`src/hw/rtl/cvl_pkg.sv`:
```
// ----------------------------------------------------------------------------
// cvl_pkg: shared types and constants for the compacting value list
// Entry depth, index widths, the empty mark, opcodes, payload structs
// and the sequencer state type.
// ----------------------------------------------------------------------------
package cvl_pkg;

    // List geometry
    localparam int DEPTH  = 16;
    localparam int IDX_W  = (DEPTH > 1) ? $clog2(DEPTH) : 1;
    localparam int CNT_W  = $clog2(DEPTH + 1);
    localparam int DATA_W = 32;
    localparam int SLOT_W = 4;

    // Empty mark: the value that stands for a free slot
    localparam logic [DATA_W-1:0] EMPTY_MARK = {DATA_W{1'b1}};

    // Opcodes
    localparam logic OP_INSERT = 1'b0;
    localparam logic OP_REMOVE = 1'b1;

    // Input transaction
    typedef struct packed {
        logic                     opcode;
        logic signed [DATA_W-1:0] value;
    } t_in_item;

    // Result transaction
    typedef struct packed {
        logic              ok;
        logic [SLOT_W-1:0] slot;
    } t_out_item;

    // Sequencer states
    typedef enum logic [1:0] {
        S_IDLE,
        S_FIND,
        S_SHIFT,
        S_EMIT
    } t_state;

endpackage

```
`src/hw/rtl/compacting_value_list_core.sv`:
```
// ----------------------------------------------------------------------------
// compacting_value_list_core: packed list of signed 32-bit entries
// Insert into the first free slot, remove the first match and close the
// gap by moving later entries down. Entries live in one synchronous RAM.
// ----------------------------------------------------------------------------
//
//  channel | valid       | stall       | payload
//  --------+-------------+-------------+----------------------------
//  input   | i_in_valid  | o_in_stall  | i_in  (opcode, value)
//  result  | o_out_valid | i_out_stall | o_out (ok, slot)
//
// Insert: one RAM write at the fill count when not full, then the result.
// Remove: one RAM read per cycle for the search through the match at k, then
// one read/write per moved entry; a miss searches every occupied entry. A
// remove of the empty mark or from an empty list goes straight to the result.
// The single RAM port pair sets this pace; i_out_stall can hold S_EMIT.
// Reset clears state, o_out_valid and r_count; slots at or above it are free.
// A new transaction is taken while the previous result waits on i_out_stall.
//
module compacting_value_list_core (
    input  logic               i_clk,
    input  logic               i_rst_n,
    input  logic               i_in_valid,
    output logic               o_in_stall,
    input  cvl_pkg::t_in_item  i_in,
    output logic               o_out_valid,
    input  logic               i_out_stall,
    output cvl_pkg::t_out_item o_out
);
    import cvl_pkg::*;

    // Entry RAM
    logic [DATA_W-1:0] mem [DEPTH];
    logic [DATA_W-1:0] r_rd_data;
    logic [IDX_W-1:0]  rd_addr;
    logic              mem_we;
    logic [IDX_W-1:0]  mem_wa;
    logic [DATA_W-1:0] mem_wd;

    // Sequencer and result registers
    t_state            r_state,     n_state;
    logic [CNT_W-1:0]  r_count,     n_count;
    logic [IDX_W-1:0]  r_idx,       n_idx;
    logic [DATA_W-1:0] r_value,     n_value;
    t_out_item         r_res,       n_res;
    logic              r_out_valid, n_out_valid;
    t_out_item         r_out,       n_out;

    logic [CNT_W-1:0]  idx_ext;
    logic              out_free;

    assign idx_ext     = CNT_W'(r_idx);
    assign out_free    = !r_out_valid || !i_out_stall;
    assign o_in_stall  = (r_state != S_IDLE);
    assign o_out_valid = r_out_valid;
    assign o_out       = r_out;

    // RAM write and registered read
    always_ff @(posedge i_clk) begin
        if (mem_we) begin
            mem[mem_wa] <= mem_wd;
        end
        r_rd_data <= mem[rd_addr];
    end

    // Next state, RAM control and results
    always_comb begin
        n_state     = r_state;
        n_count     = r_count;
        n_idx       = r_idx;
        n_value     = r_value;
        n_res       = r_res;
        n_out_valid = r_out_valid && i_out_stall;
        n_out       = r_out;
        rd_addr     = r_idx;
        mem_we      = 1'b0;
        mem_wa      = r_idx;
        mem_wd      = r_rd_data;

        case (r_state)
            S_IDLE: begin
                if (i_in_valid) begin
                    n_value = i_in.value;
                    n_res   = '{ok: 1'b0, slot: '0};
                    n_state = S_EMIT;
                    if (i_in.opcode == OP_INSERT) begin
                        // append at the fill count; empty mark leaves it unchanged
                        if (r_count < CNT_W'(DEPTH)) begin
                            mem_we = 1'b1;
                            mem_wa = r_count[IDX_W-1:0];
                            mem_wd = i_in.value;
                            n_res  = '{ok: 1'b1, slot: SLOT_W'(r_count)};
                            if (i_in.value != EMPTY_MARK) begin
                                n_count = r_count + 1'b1;
                            end
                        end
                    end else if (i_in.value == EMPTY_MARK) begin
                        // matches first free slot, nothing moves
                        if (r_count < CNT_W'(DEPTH)) begin
                            n_res = '{ok: 1'b1, slot: SLOT_W'(r_count)};
                        end
                    end else if (r_count != '0) begin
                        rd_addr = '0;
                        n_idx   = '0;
                        n_state = S_FIND;
                    end
                end
            end

            // compare entry r_idx, prefetch the next one
            S_FIND: begin
                if (r_rd_data == r_value) begin
                    n_res = '{ok: 1'b1, slot: SLOT_W'(r_idx)};
                    if (idx_ext + 1'b1 == r_count) begin
                        n_count = r_count - 1'b1;
                        n_state = S_EMIT;
                    end else begin
                        rd_addr = IDX_W'(idx_ext + 1'b1);
                        n_state = S_SHIFT;
                    end
                end else if (idx_ext + 1'b1 == r_count) begin
                    n_res   = '{ok: 1'b0, slot: '0};
                    n_state = S_EMIT;
                end else begin
                    rd_addr = IDX_W'(idx_ext + 1'b1);
                    n_idx   = IDX_W'(idx_ext + 1'b1);
                end
            end

            // entry r_idx+1 is on the read port: move it down one place
            S_SHIFT: begin
                mem_we = 1'b1;
                mem_wa = r_idx;
                mem_wd = r_rd_data;
                if (idx_ext + CNT_W'(2) == r_count) begin
                    n_count = r_count - 1'b1;
                    n_state = S_EMIT;
                end else begin
                    rd_addr = IDX_W'(idx_ext + CNT_W'(2));
                    n_idx   = IDX_W'(idx_ext + 1'b1);
                end
            end

            // hand the result to the output register
            S_EMIT: begin
                if (out_free) begin
                    n_out_valid = 1'b1;
                    n_out       = r_res;
                    n_state     = S_IDLE;
                end
            end

            default: begin
                n_state = S_IDLE;
            end
        endcase
    end

    // Control registers
    always_ff @(posedge i_clk) begin
        if (!i_rst_n) begin
            r_state     <= S_IDLE;
            r_count     <= '0;
            r_out_valid <= 1'b0;
        end else begin
            r_state     <= n_state;
            r_count     <= n_count;
            r_out_valid <= n_out_valid;
        end
    end

    // Payload registers
    always_ff @(posedge i_clk) begin
        r_idx   <= n_idx;
        r_value <= n_value;
        r_res   <= n_res;
        r_out   <= n_out;
    end

`ifndef SYNTHESIS
    // Fill count never passes the depth
    a_count_bound: assert property (@(posedge i_clk) disable iff (!i_rst_n)
        r_count <= CNT_W'(DEPTH))
        else $error("fill count above depth");

    // Search only looks at occupied slots
    a_find_in_range: assert property (@(posedge i_clk) disable iff (!i_rst_n)
        (r_state == S_FIND) |-> (idx_ext < r_count))
        else $error("search beyond fill count");

    // A move reads a slot below the fill count
    a_shift_in_range: assert property (@(posedge i_clk) disable iff (!i_rst_n)
        (r_state == S_SHIFT) |-> (idx_ext + 1'b1 < r_count))
        else $error("move beyond fill count");

    // A failed transaction reports slot zero
    a_fail_slot: assert property (@(posedge i_clk) disable iff (!i_rst_n)
        (o_out_valid && !o_out.ok) |-> (o_out.slot == '0))
        else $error("failed result with nonzero slot");

    // A successful remove shrinks the list by one at most
    a_count_step: assert property (@(posedge i_clk) disable iff (!i_rst_n)
        (r_state == S_SHIFT || r_state == S_FIND) |=>
            (r_count == $past(r_count) || r_count + 1'b1 == $past(r_count)))
        else $error("fill count jumped during remove");
`endif

endmodule
```
`config.mk`:
```
export PLATFORM = sky130hd
export DESIGN_NAME = compacting_value_list_core
export DESIGN_NICKNAME = d
export VERILOG_FILES = /design/src/hw/rtl/cvl_pkg.sv /design/src/hw/rtl/compacting_value_list_core.sv
export SDC_FILE = /design/constraint.sdc
export NUM_CORES = 1
export LEC_CHECK = 0
export ABC_AREA = 1
export BUFFER_PORTS_ARGS = -buffer_cell sky130_fd_sc_hd__buf_2
export CELL_PAD_IN_SITES_DETAIL_PLACEMENT = 1
export CELL_PAD_IN_SITES_GLOBAL_PLACEMENT = 1
export CORE_UTILIZATION = 57
export CTS_BUF_LIST = sky130_fd_sc_hd__clkbuf_2 sky130_fd_sc_hd__clkbuf_4 sky130_fd_sc_hd__clkbuf_8
export DETAILED_ROUTE_END_ITERATION = 10
export HOLD_SLACK_MARGIN = 0.1
export PLACE_DENSITY = 0.95
export SLEW_MARGIN = 30
export SYNTH_ARGS = -nofsm -noshare
export SYNTH_HDL_FRONTEND = slang
export SYNTH_SLANG_ARGS = --single-unit
```
`constraint.sdc`:
```
create_clock -name i_clk -period 7.61 [get_ports i_clk]
set_input_delay 0.3805 -clock i_clk [delete_from_list [all_inputs] [get_ports i_clk]]
set_output_delay 0.3805 -clock i_clk [all_outputs]
set_load 0.005 [all_outputs]
```
; After elaboration in Yosys (flattened, before gate mapping)
; Memories as Yosys holds them, arrays and structs flattened. A register that Yosys moved wholly into a read port is not among the register bits.
; Cells that the tools add are included.
; W data, S select, Z words.
[classes]
add_sub_neg = 4
n_lt_le_gt_ge = 1
eq_ne = 19
n_mux = 51
n_reduce_logical = 15
[op_table]
columns = cell, count
row1 = $mux W32, 4
row2 = $mux W5, 13
row3 = $mux W4, 12
row4 = $eq A32 B32 Y1, 1
row5 = $eq A32 B32 Y1 const B, 1
row6 = $ne A32 B32 Y1 const B, 1
row7 = $pmux W4 S3, 2
row8 = $ne A2 B2 Y1 const B, 10
row9 = $mux W2, 8
row10 = $pmux W5 S3, 1
row11 = $eq A5 B5 Y1, 2
row12 = $pmux W5 S2, 1
row13 = $mux W1, 8
row14 = $pmux W2 S4, 1
row15 = $reduce_and A8 Y1, 1
row16 = $reduce_and A3 Y1, 2
row17 = $add A4 B1 Y5 const B, 1
row18 = $add A4 B2 Y5 const B, 1
row19 = $add A5 B1 Y5 const B, 1
row20 = $lt A5 B5 Y1 const B, 1
row21 = $reduce_bool A5 Y1, 1
row22 = $sub A5 B1 Y5 const B, 1
row23 = $eq A2 B2 Y1 const B, 2
row24 = $reduce_and A2 Y1, 2
row25 = other kinds (10), 12
[word_totals]
register_bits = 54
ramBits = 512
in_bits = 37
out_inout_bits = 7
elab_cells = 100
n_memories = 1
[mem_list]
columns = memory, depth, word_bits, rd, rd_clocked_by_memory_dff, wr, line
row1 = mem, 16, 32, 1, 1, 1, compacting_value_list_core.sv:33  ; logic [DATA_W-1:0] mem [DEPTH];

; Logic depth before layout (Yosys ltp)
; Gate-level depths: netlist of run 1.
[depth]
word_depth = 7
ltp_mapped = 20

; Worst setup path before layout of run 1
; No wires, ideal clock.
[synth_timing]
path_kind = register to register
start = register r_state[1]
end = memory mem[0][0], enable pin
arrival_time_ns = 3.771
required_time_ns = 7.189
slack_ns = 3.418
path_stages_with_launch = 10
n_path_buf = 1
synth_period_minus_slack_ns = 4.192
cell_sequence = dfxtp_1 > inv_1 > ha_1 > nand2_1 > inv_1 > nand2_1 > clkbuf_1 > o21ai_0 > nand2_1 > nor2_1
[synth_between]
elab_chain_cells = 4
elab_cells_between_ends = 6
[synth_lines]
columns = element, line
row1 = start: declaration, compacting_value_list_core.sv:41  ; t_state r_state, n_state;
row2 = start signal: assignment, compacting_value_list_core.sv:166  ; r_state <= n_state;
row3 = $eq A2 B2 Y1 / $logic_not A2 Y1 (equally long branches), compacting_value_list_core.sv:80  ; case (r_state)
row4 = $pmux W1 S2, compacting_value_list_core.sv:80
row5 = $mux W1, compacting_value_list_core.sv:60  ; if (mem_we) begin
row6 = $mux W1 (implied by the code), compacting_value_list_core.sv:61  ; mem[mem_wa] <= mem_wd;
row7 = end: declaration, compacting_value_list_core.sv:33
; Several ways; a longest one is shown, not always the timed one.

; Worst setup path in the final report of run 1
[layout_timing]
start = register r_state[0]
end = memory mem[2][28], enable pin
; The elaborated chain is that of the path after synthesis.

==> metrics.txt, run 1 <==
status=finished, final reports clean; Synth area leaders=edfxtp_1 63%, nand3_1 10%, nand2_1 8.5%; r2r setup slk=2.15 ns; critical path class=reg -> reg; Tot Pwr=15.3 mW; Crit path top cell by count=buf_4; CP cell instances=inv_1 -> ha_1 -> nand2_1 -> inv_2 -> nand2_2 -> buf_4 -> o21ai_0 -> nand3_1 -> nor2_4 -> buf_4; layout cell share with drive strength beyond 1=12.1%; peak supply drop=0.000449 V; CP Launch Type=flop; GRT Util Overall=44.1%; Slew Limit Headroom=29.4%; number of DRC markers in iteration 0=3486; largest fanout on the critical path=33; I/O Buffers=43; syn_nets=2510; Peak Freq=183 MHz; Pwr Density=518 nW/um^2; multi-input combinational cell area=7280 um^2; Worst EP arrival=5.80 ns; CP max stage cell=inv_2; Final Hold Viols=0; clock tree buffer depth=3; H-tree Lvls=3; Clock Skew=0.0515 ns; core area=45600 um^2; Layout area overhead=11.9%; antenna violations before repair=2; vias in the first global route=23377; R2R depth=10; Worst Setup End Kind=flop; hold_sp=i_in[32]; total routed wirelength=103000 um; Non-Filler Instances=3218; crit-path max cell delay=0.74 ns; Synth top area share=63.3%; clock latency at the later pin of the worst-skew pair=0.76 ns; post-place setup slack=2.64 ns; Synth Warn #=0; Pins Over Slew Limit=0; Clock Sink Count=598; leakage=11.9 nW; max-cap viol count=0; first-pass GRT wire length=151000 um; post-layout worst setup margin=2.15 ns; Yosys reg bits=598; Synth Instances=2463; fillers=4630; Final ANT Viol Nets=0; Pre-antenna DRT Iters=8; Reg area=17600 um^2; CTS root buf=clkbuf_8; Post-DP HPWL=51400 um; CP Data Required Time=7.95 ns; Final Critical Period=5.46 ns; RSZ-0062 raised after global routing=false; Hold Crit Depth=4; CTS buffer count=96; via/cell ratio=6.80; Post-CTS Setup Bufs=0; DRC Markers=0; vias=21885; largest net degree at the start of global routing=163; clock tree from TritonCTS=built; Avg Cell Area, Syn=10.8 um^2; cell taking the most area after synthesis=edfxtp_1; register area share after synthesis=66.3%; Clock Pin Slew Worst Setup and Hold Paths=0.07 ns; Chip Height=218 um; Initial Util=58.1%; final setup TNS=0 ns; # setup viols final=0; Slew @ Worst Pin=1.06 ns; fin crit share=71.7%; WL per Instance=31.9 um; hold path endpoint=r_state[1]$_SDFFE_PN0P_; worst reg2reg startpoint=r_state[0]$_SDFFE_PN0P_; dpl cells=3000; Ports=44; row count=78; GP Congestion=0.913; die span in x=218 um; post-synth cell types=36; full die area=47300 um^2; Hold Crit Class=in -> reg; Final #Nets=2580; final global-route overflow total=0; synthesized cell area=26500 um^2; RR Endpoint=mem[2][28]$_DFFE_PP_; post_cts resized=0
## routing by layer
layer / up-vias / wire length, um / GRT usage [%] / part of all wire, %
li1: 8550 / - / - / -
met2: 2123 / 47300 / 69.1 / 46
met1: 10493 / 33900 / 52.5 / 33
met4: 2 / 9050 / 33.0 / 8.8
met3: 717 / 12400 / 11.7 / 12
met5: - / 11 / 0 / 0.011
## through the flow
stage | utilization (%) | hold WS [ns] | instance area [um^2]
after detailed placement | 59.9 | 0.406 | 27300
after CTS | 65.0 | 0.137 | 29600
after global placement | 59.3 | 0.403 | 27000
after floorplan | - | 0.400 | 26500
final | 65.1 | 0.186 | 29600
after global routing | 65.0 | 0.194 | 29600
## Yosys cell counts, drive strengths merged
| library cell | number |
|---|---|
| mux2 | 28 |
| edfxtp | 558 |
| nor3 | 6 |
| or2 | 8 |
| o21ai | 20 |
| nand4 | 7 |
| xnor2 | 14 |
| ha | 9 |
| a31oi | 2 |
| a41oi | 1 |
| nand3 | 547 |
| clkinv | 1 |
| nor4 | 4 |
| inv | 274 |
| nor3b | 1 |
| a21oi | 17 |
| nand2 | 600 |
| buf | 108 |
| fa | 1 |
| clkbuf | 33 |
| nor2 | 69 |
| nand3b | 97 |
| dfxtp | 40 |
| a211oi | 3 |
| xor2 | 11 |
| o22ai | 4 |
## area by class of cell
class | instances | share of cell area [%]
diodes | 3 | 0.0253
clock buffers | 145 | 5.82
clock inverters | 35 | 0.814
inverters | 275 | 3.48
multi-input cells | 1449 | 24.5
flip-flops and latches | 598 | 59.2
well taps | 600 | 2.53
repair buffers | 113 | 3.57
## registers in the layout, summed over array words and instances (netlist names)
name / flops
mem: 512
o_out: 5
o_out_valid: 1
r_count: 5
r_idx: 4
r_rd_data: 32
r_res: 5
r_state: 2
r_value: 32
## where the power goes
part,internal (mW),leakage [nW],switching [mW],total (mW)
registers,4.56,5.41,0.289,4.85
clock network,1.53,1.05,1.49,3.02
logic,1.71,5.45,5.76,7.47
total,7.80,11.9,7.54,15.3
## worst max-delay path, delay by kind of cell, from the launching register on
family,cells,cell delay (ns)
fa+ha+maj,1,0.33
buf+inv,4,1.89
flops,1,0.39
compound gates,1,0.54
simple gates,4,1.87
## cell usage in the layout (no fill, tap or decap), types with 40 or more instances in the layout
cell type,instances
nand2_1,592
clkbuf_4,43
inv_1,267
edfxtp_1,558
nand3b_1,97
dfxtp_1,40
nand3_1,545
nor2_1,49
clkbuf_8,102
buf_2,43
## logic make-up after synthesis
family / Yosys count / share of synthesized area [%]
xor gates and xnor gates: 25 / 0.827
buffers and inverters: 416 / 6.90
AOI/OAI and AO/OA: 47 / 0.959
DFF: 598 / 66.3
muxes: 28 / 1.19
and+or+nand+nor: 1339 / 23.3
adders and majority gates: 10 / 0.501
## how the worst max path moves through the flow
stage | startpoint | endpoint | slack (ns) | depth (start not counted)
global placement | r_state[1]$_SDFFE_PN0P_ | mem[4][16]$_DFFE_PP_ | 3.22 | 9
global route | r_state[0]$_SDFFE_PN0P_ | mem[2][10]$_DFFE_PP_ | 2.18 | 10
floorplan | r_state[1]$_SDFFE_PN0P_ | mem[0][0]$_DFFE_PP_ | 3.42 | 9
CTS | r_state[0]$_SDFFE_PN0P_ | mem[2][26]$_DFFE_PP_ | 2.62 | 10
finish | r_state[0]$_SDFFE_PN0P_ | mem[2][28]$_DFFE_PP_ | 2.15 | 10
detailed placement | r_state[1]$_SDFFE_PN0P_ | mem[2][24]$_DFFE_PP_ | 2.64 | 10
## repair_timing
action                     CTS  global route
hold buffers                35             0
hold endpoints to repair    40             0
setup endpoints to repair    0             0
Power figures use the tool's default switching activity.
==> inputs of run 2 (changes only) <==
--- a/config.mk
+++ b/config.mk
@@ -9,11 +9,11 @@
 export BUFFER_PORTS_ARGS = -buffer_cell sky130_fd_sc_hd__buf_2
 export CELL_PAD_IN_SITES_DETAIL_PLACEMENT = 1
 export CELL_PAD_IN_SITES_GLOBAL_PLACEMENT = 1
-export CORE_UTILIZATION = 57
+export CORE_UTILIZATION = 48
 export CTS_BUF_LIST = sky130_fd_sc_hd__clkbuf_2 sky130_fd_sc_hd__clkbuf_4 sky130_fd_sc_hd__clkbuf_8
 export DETAILED_ROUTE_END_ITERATION = 10
 export HOLD_SLACK_MARGIN = 0.1
-export PLACE_DENSITY = 0.95
+export PLACE_DENSITY = 0.91
 export SLEW_MARGIN = 30
 export SYNTH_ARGS = -nofsm -noshare
 export SYNTH_HDL_FRONTEND = slang
==> constraint.sdc (replaced) <==
create_clock -name i_clk -period 4.5 [get_ports i_clk]
set_input_delay 0.225 -clock i_clk [delete_from_list [all_inputs] [get_ports i_clk]]
set_output_delay 0.225 -clock i_clk [all_outputs]
set_load 0.005 [all_outputs]
==> run 2 against run 1 <==
Global-route usage fell by 13 points. Utilization fell by 9.9 points. Sequential power rose by 67%. Clock skew fell by 0.013 ns. Wire length fell by 16%. Register-to-register slack got worse by 1.4 ns. Clock power rose by 62%. Largest power group unchanged.
==> metrics.txt, run 2 (synthesis gave the netlist of run 1 again) <==
status=finished, final reports clean; WP depth=9; CP Launch Type=flop; I/O Buffers=43; clock tree from TritonCTS=built; critical path class=reg -> reg; via/cell ratio=6.01; Crit path top cell by count=nand2_1; CP max stage cell=o21ai_0; worst reg2reg startpoint=r_state[1]$_SDFFE_PN0P_; row count=85; r2r setup slk=0.75 ns; Critical path origin=r_state[1]$_SDFFE_PN0P_; clock tree buffer depth=3; most frequent cells in the layout=592 x nand2_1, 558 x edfxtp_1, 545 x nand3_1, 267 x inv_1, 103 x clkbuf_8; final global-route overflow total=0; Top reg by flops=mem; first-pass GRT wire length=129000 um; die span in x=237 um; Final #Nets=2586; Pre-antenna DRT Iters=5; Ports=44; vias in the first global route=21532; Chip Height=237 um; R2R depth=9; core area=54100 um^2; GRT Util Overall=30.7%; vias=19951; CP Data Required Time=4.89 ns; Design Area, Final=29800 um^2; commonest non-fill, non-tap cell in the layout=nand2_1; Worst Setup End Kind=flop; CP cell instances=inv_1 -> ha_1 -> nand2_1 -> inv_2 -> nand2_2 -> o21ai_0 -> nand2_1 -> nor2_4 -> buf_12; Slew @ Worst Pin=0.894 ns; RSZ-0062 raised after global routing=false; max FFs per register=512; WL per Instance=25.9 um; total routed wirelength=85900 um; peak supply drop=0.000860 V; Hold Crit Class=in -> reg; clock latency at the later pin of the worst-skew pair=0.74 ns; CP endpoint=mem[7][7]$_DFFE_PP_; layout cell share with drive strength beyond 1=12.3%; Clock Pin Slew Worst Setup and Hold Paths=0.06 ns; Clock Skew=0.0380 ns; hold_sp=i_in_valid; post_cts resized=0; final setup TNS=0 ns; top sig layer=met4; Final ANT Viol Nets=0; Post-DP HPWL=46900 um; Top Registers=mem (512), r_rd_data (32), r_value (32); Peak Freq=267 MHz; met2 wire len=42300 um; CTS root buf=clkbuf_8; Slew Limit Headroom=40.4%; antenna cell count=0; Final Critical Period=3.75 ns; max-cap viol count=0; Clock Sink Count=598; DRT met1 WL=31400 um; cell family contributing the most delay on the critical path=simple AND/OR/NAND/NOR gates; DRC Markers=0; largest fanout on the critical path=22; antenna violations before repair=0; Worst EP arrival=4.14 ns; largest net degree at the start of global routing=157; Area after DPL=27500 um^2; fin crit share=83.2%; crit-path max cell delay=0.67 ns; Initial Util=48.9%; Pins Over Slew Limit=0; H-tree Lvls=3; leakage=11.9 nW; # setup viols final=0; GP Congestion=0.866; Pwr Density=814 nW/um^2; RR Endpoint=mem[7][7]$_DFFE_PP_; full die area=56100 um^2; Final Hold Viols=0; met3 wire length=7030 um; CP bufs+invs=3; CTS buffer count=96; number of DRC markers in iteration 0=2059; Layout area overhead=12.6%
-- run 2: worst min path at each step --
stage                                 endpoint  slack (ns)  cells past startpoint
after floorplan           r_value[0]$_DFFE_PP_        0.32                      0
after global placement      o_out[3]$_DFFE_PP_        0.40                      0
after detailed placement    o_out[1]$_DFFE_PP_        0.41                      0
after CTS                   r_res[1]$_DFFE_PP_        0.14                      3
after global routing        r_idx[0]$_DFFE_PP_        0.23                      4
final                       r_res[1]$_DFFE_PP_        0.14                      3
-- run 2: layout make-up --
| class | instances | area (um^2) |
|---|---|---|
| fillers | 5825 | 24300 |
| flip-flops and latches | 598 | 17600 |
| multi-input cells | 1449 | 7280 |
| clock buffers | 141 | 1700 |
| repair buffers | 119 | 1120 |
| inverters | 275 | 1030 |
| well taps | 696 | 871 |
| clock inverters | 39 | 275 |
-- run 2: where the power goes --
group          internal [mW]  switching, mW
logic                   3.03           8.27
clock network           2.61           2.28
registers               7.70          0.389
total                   13.3           10.9
-- run 2: repair_timing --
action                                 CTS  global route
buffers inserted                         0             0
endpoints found under the hold margin  100             0
hold buffers                            35             0
-- run 2: per-stage QoR --
step	setup slack (ns)	hold WS [ns]	utilization, %	power (mW)	std cells
after floorplan	0.308	0.324	-	15.6	2463
after global placement	1.15	0.403	50.8	18.1	3102
after detailed placement	0.909	0.406	50.8	19.0	3102
after CTS	0.839	0.141	55.1	24.1	3317
after global routing	0.562	0.227	55.1	25.4	3317
final	0.754	0.137	55.1	24.3	3317
-- run 2: worst register-to-register path: cells and delay by family, from the launching register on --
family                     cells  cell delay [ns]
buffers and inverters          3             0.56
and+or+nand+nor                4             1.49
adders and majority gates      1             0.34
AOI/OAI and AO/OA              1             0.68
DFF                            1             0.34
-- run 2: layer usage --
metal / GRT usage [%] / vias to the layer above
li1: - / 8555
met5: 0 / -
met2: 51.9 / 1074
met3: 5.88 / 348
met4: 19.1 / 0
met1: 36.2 / 9974
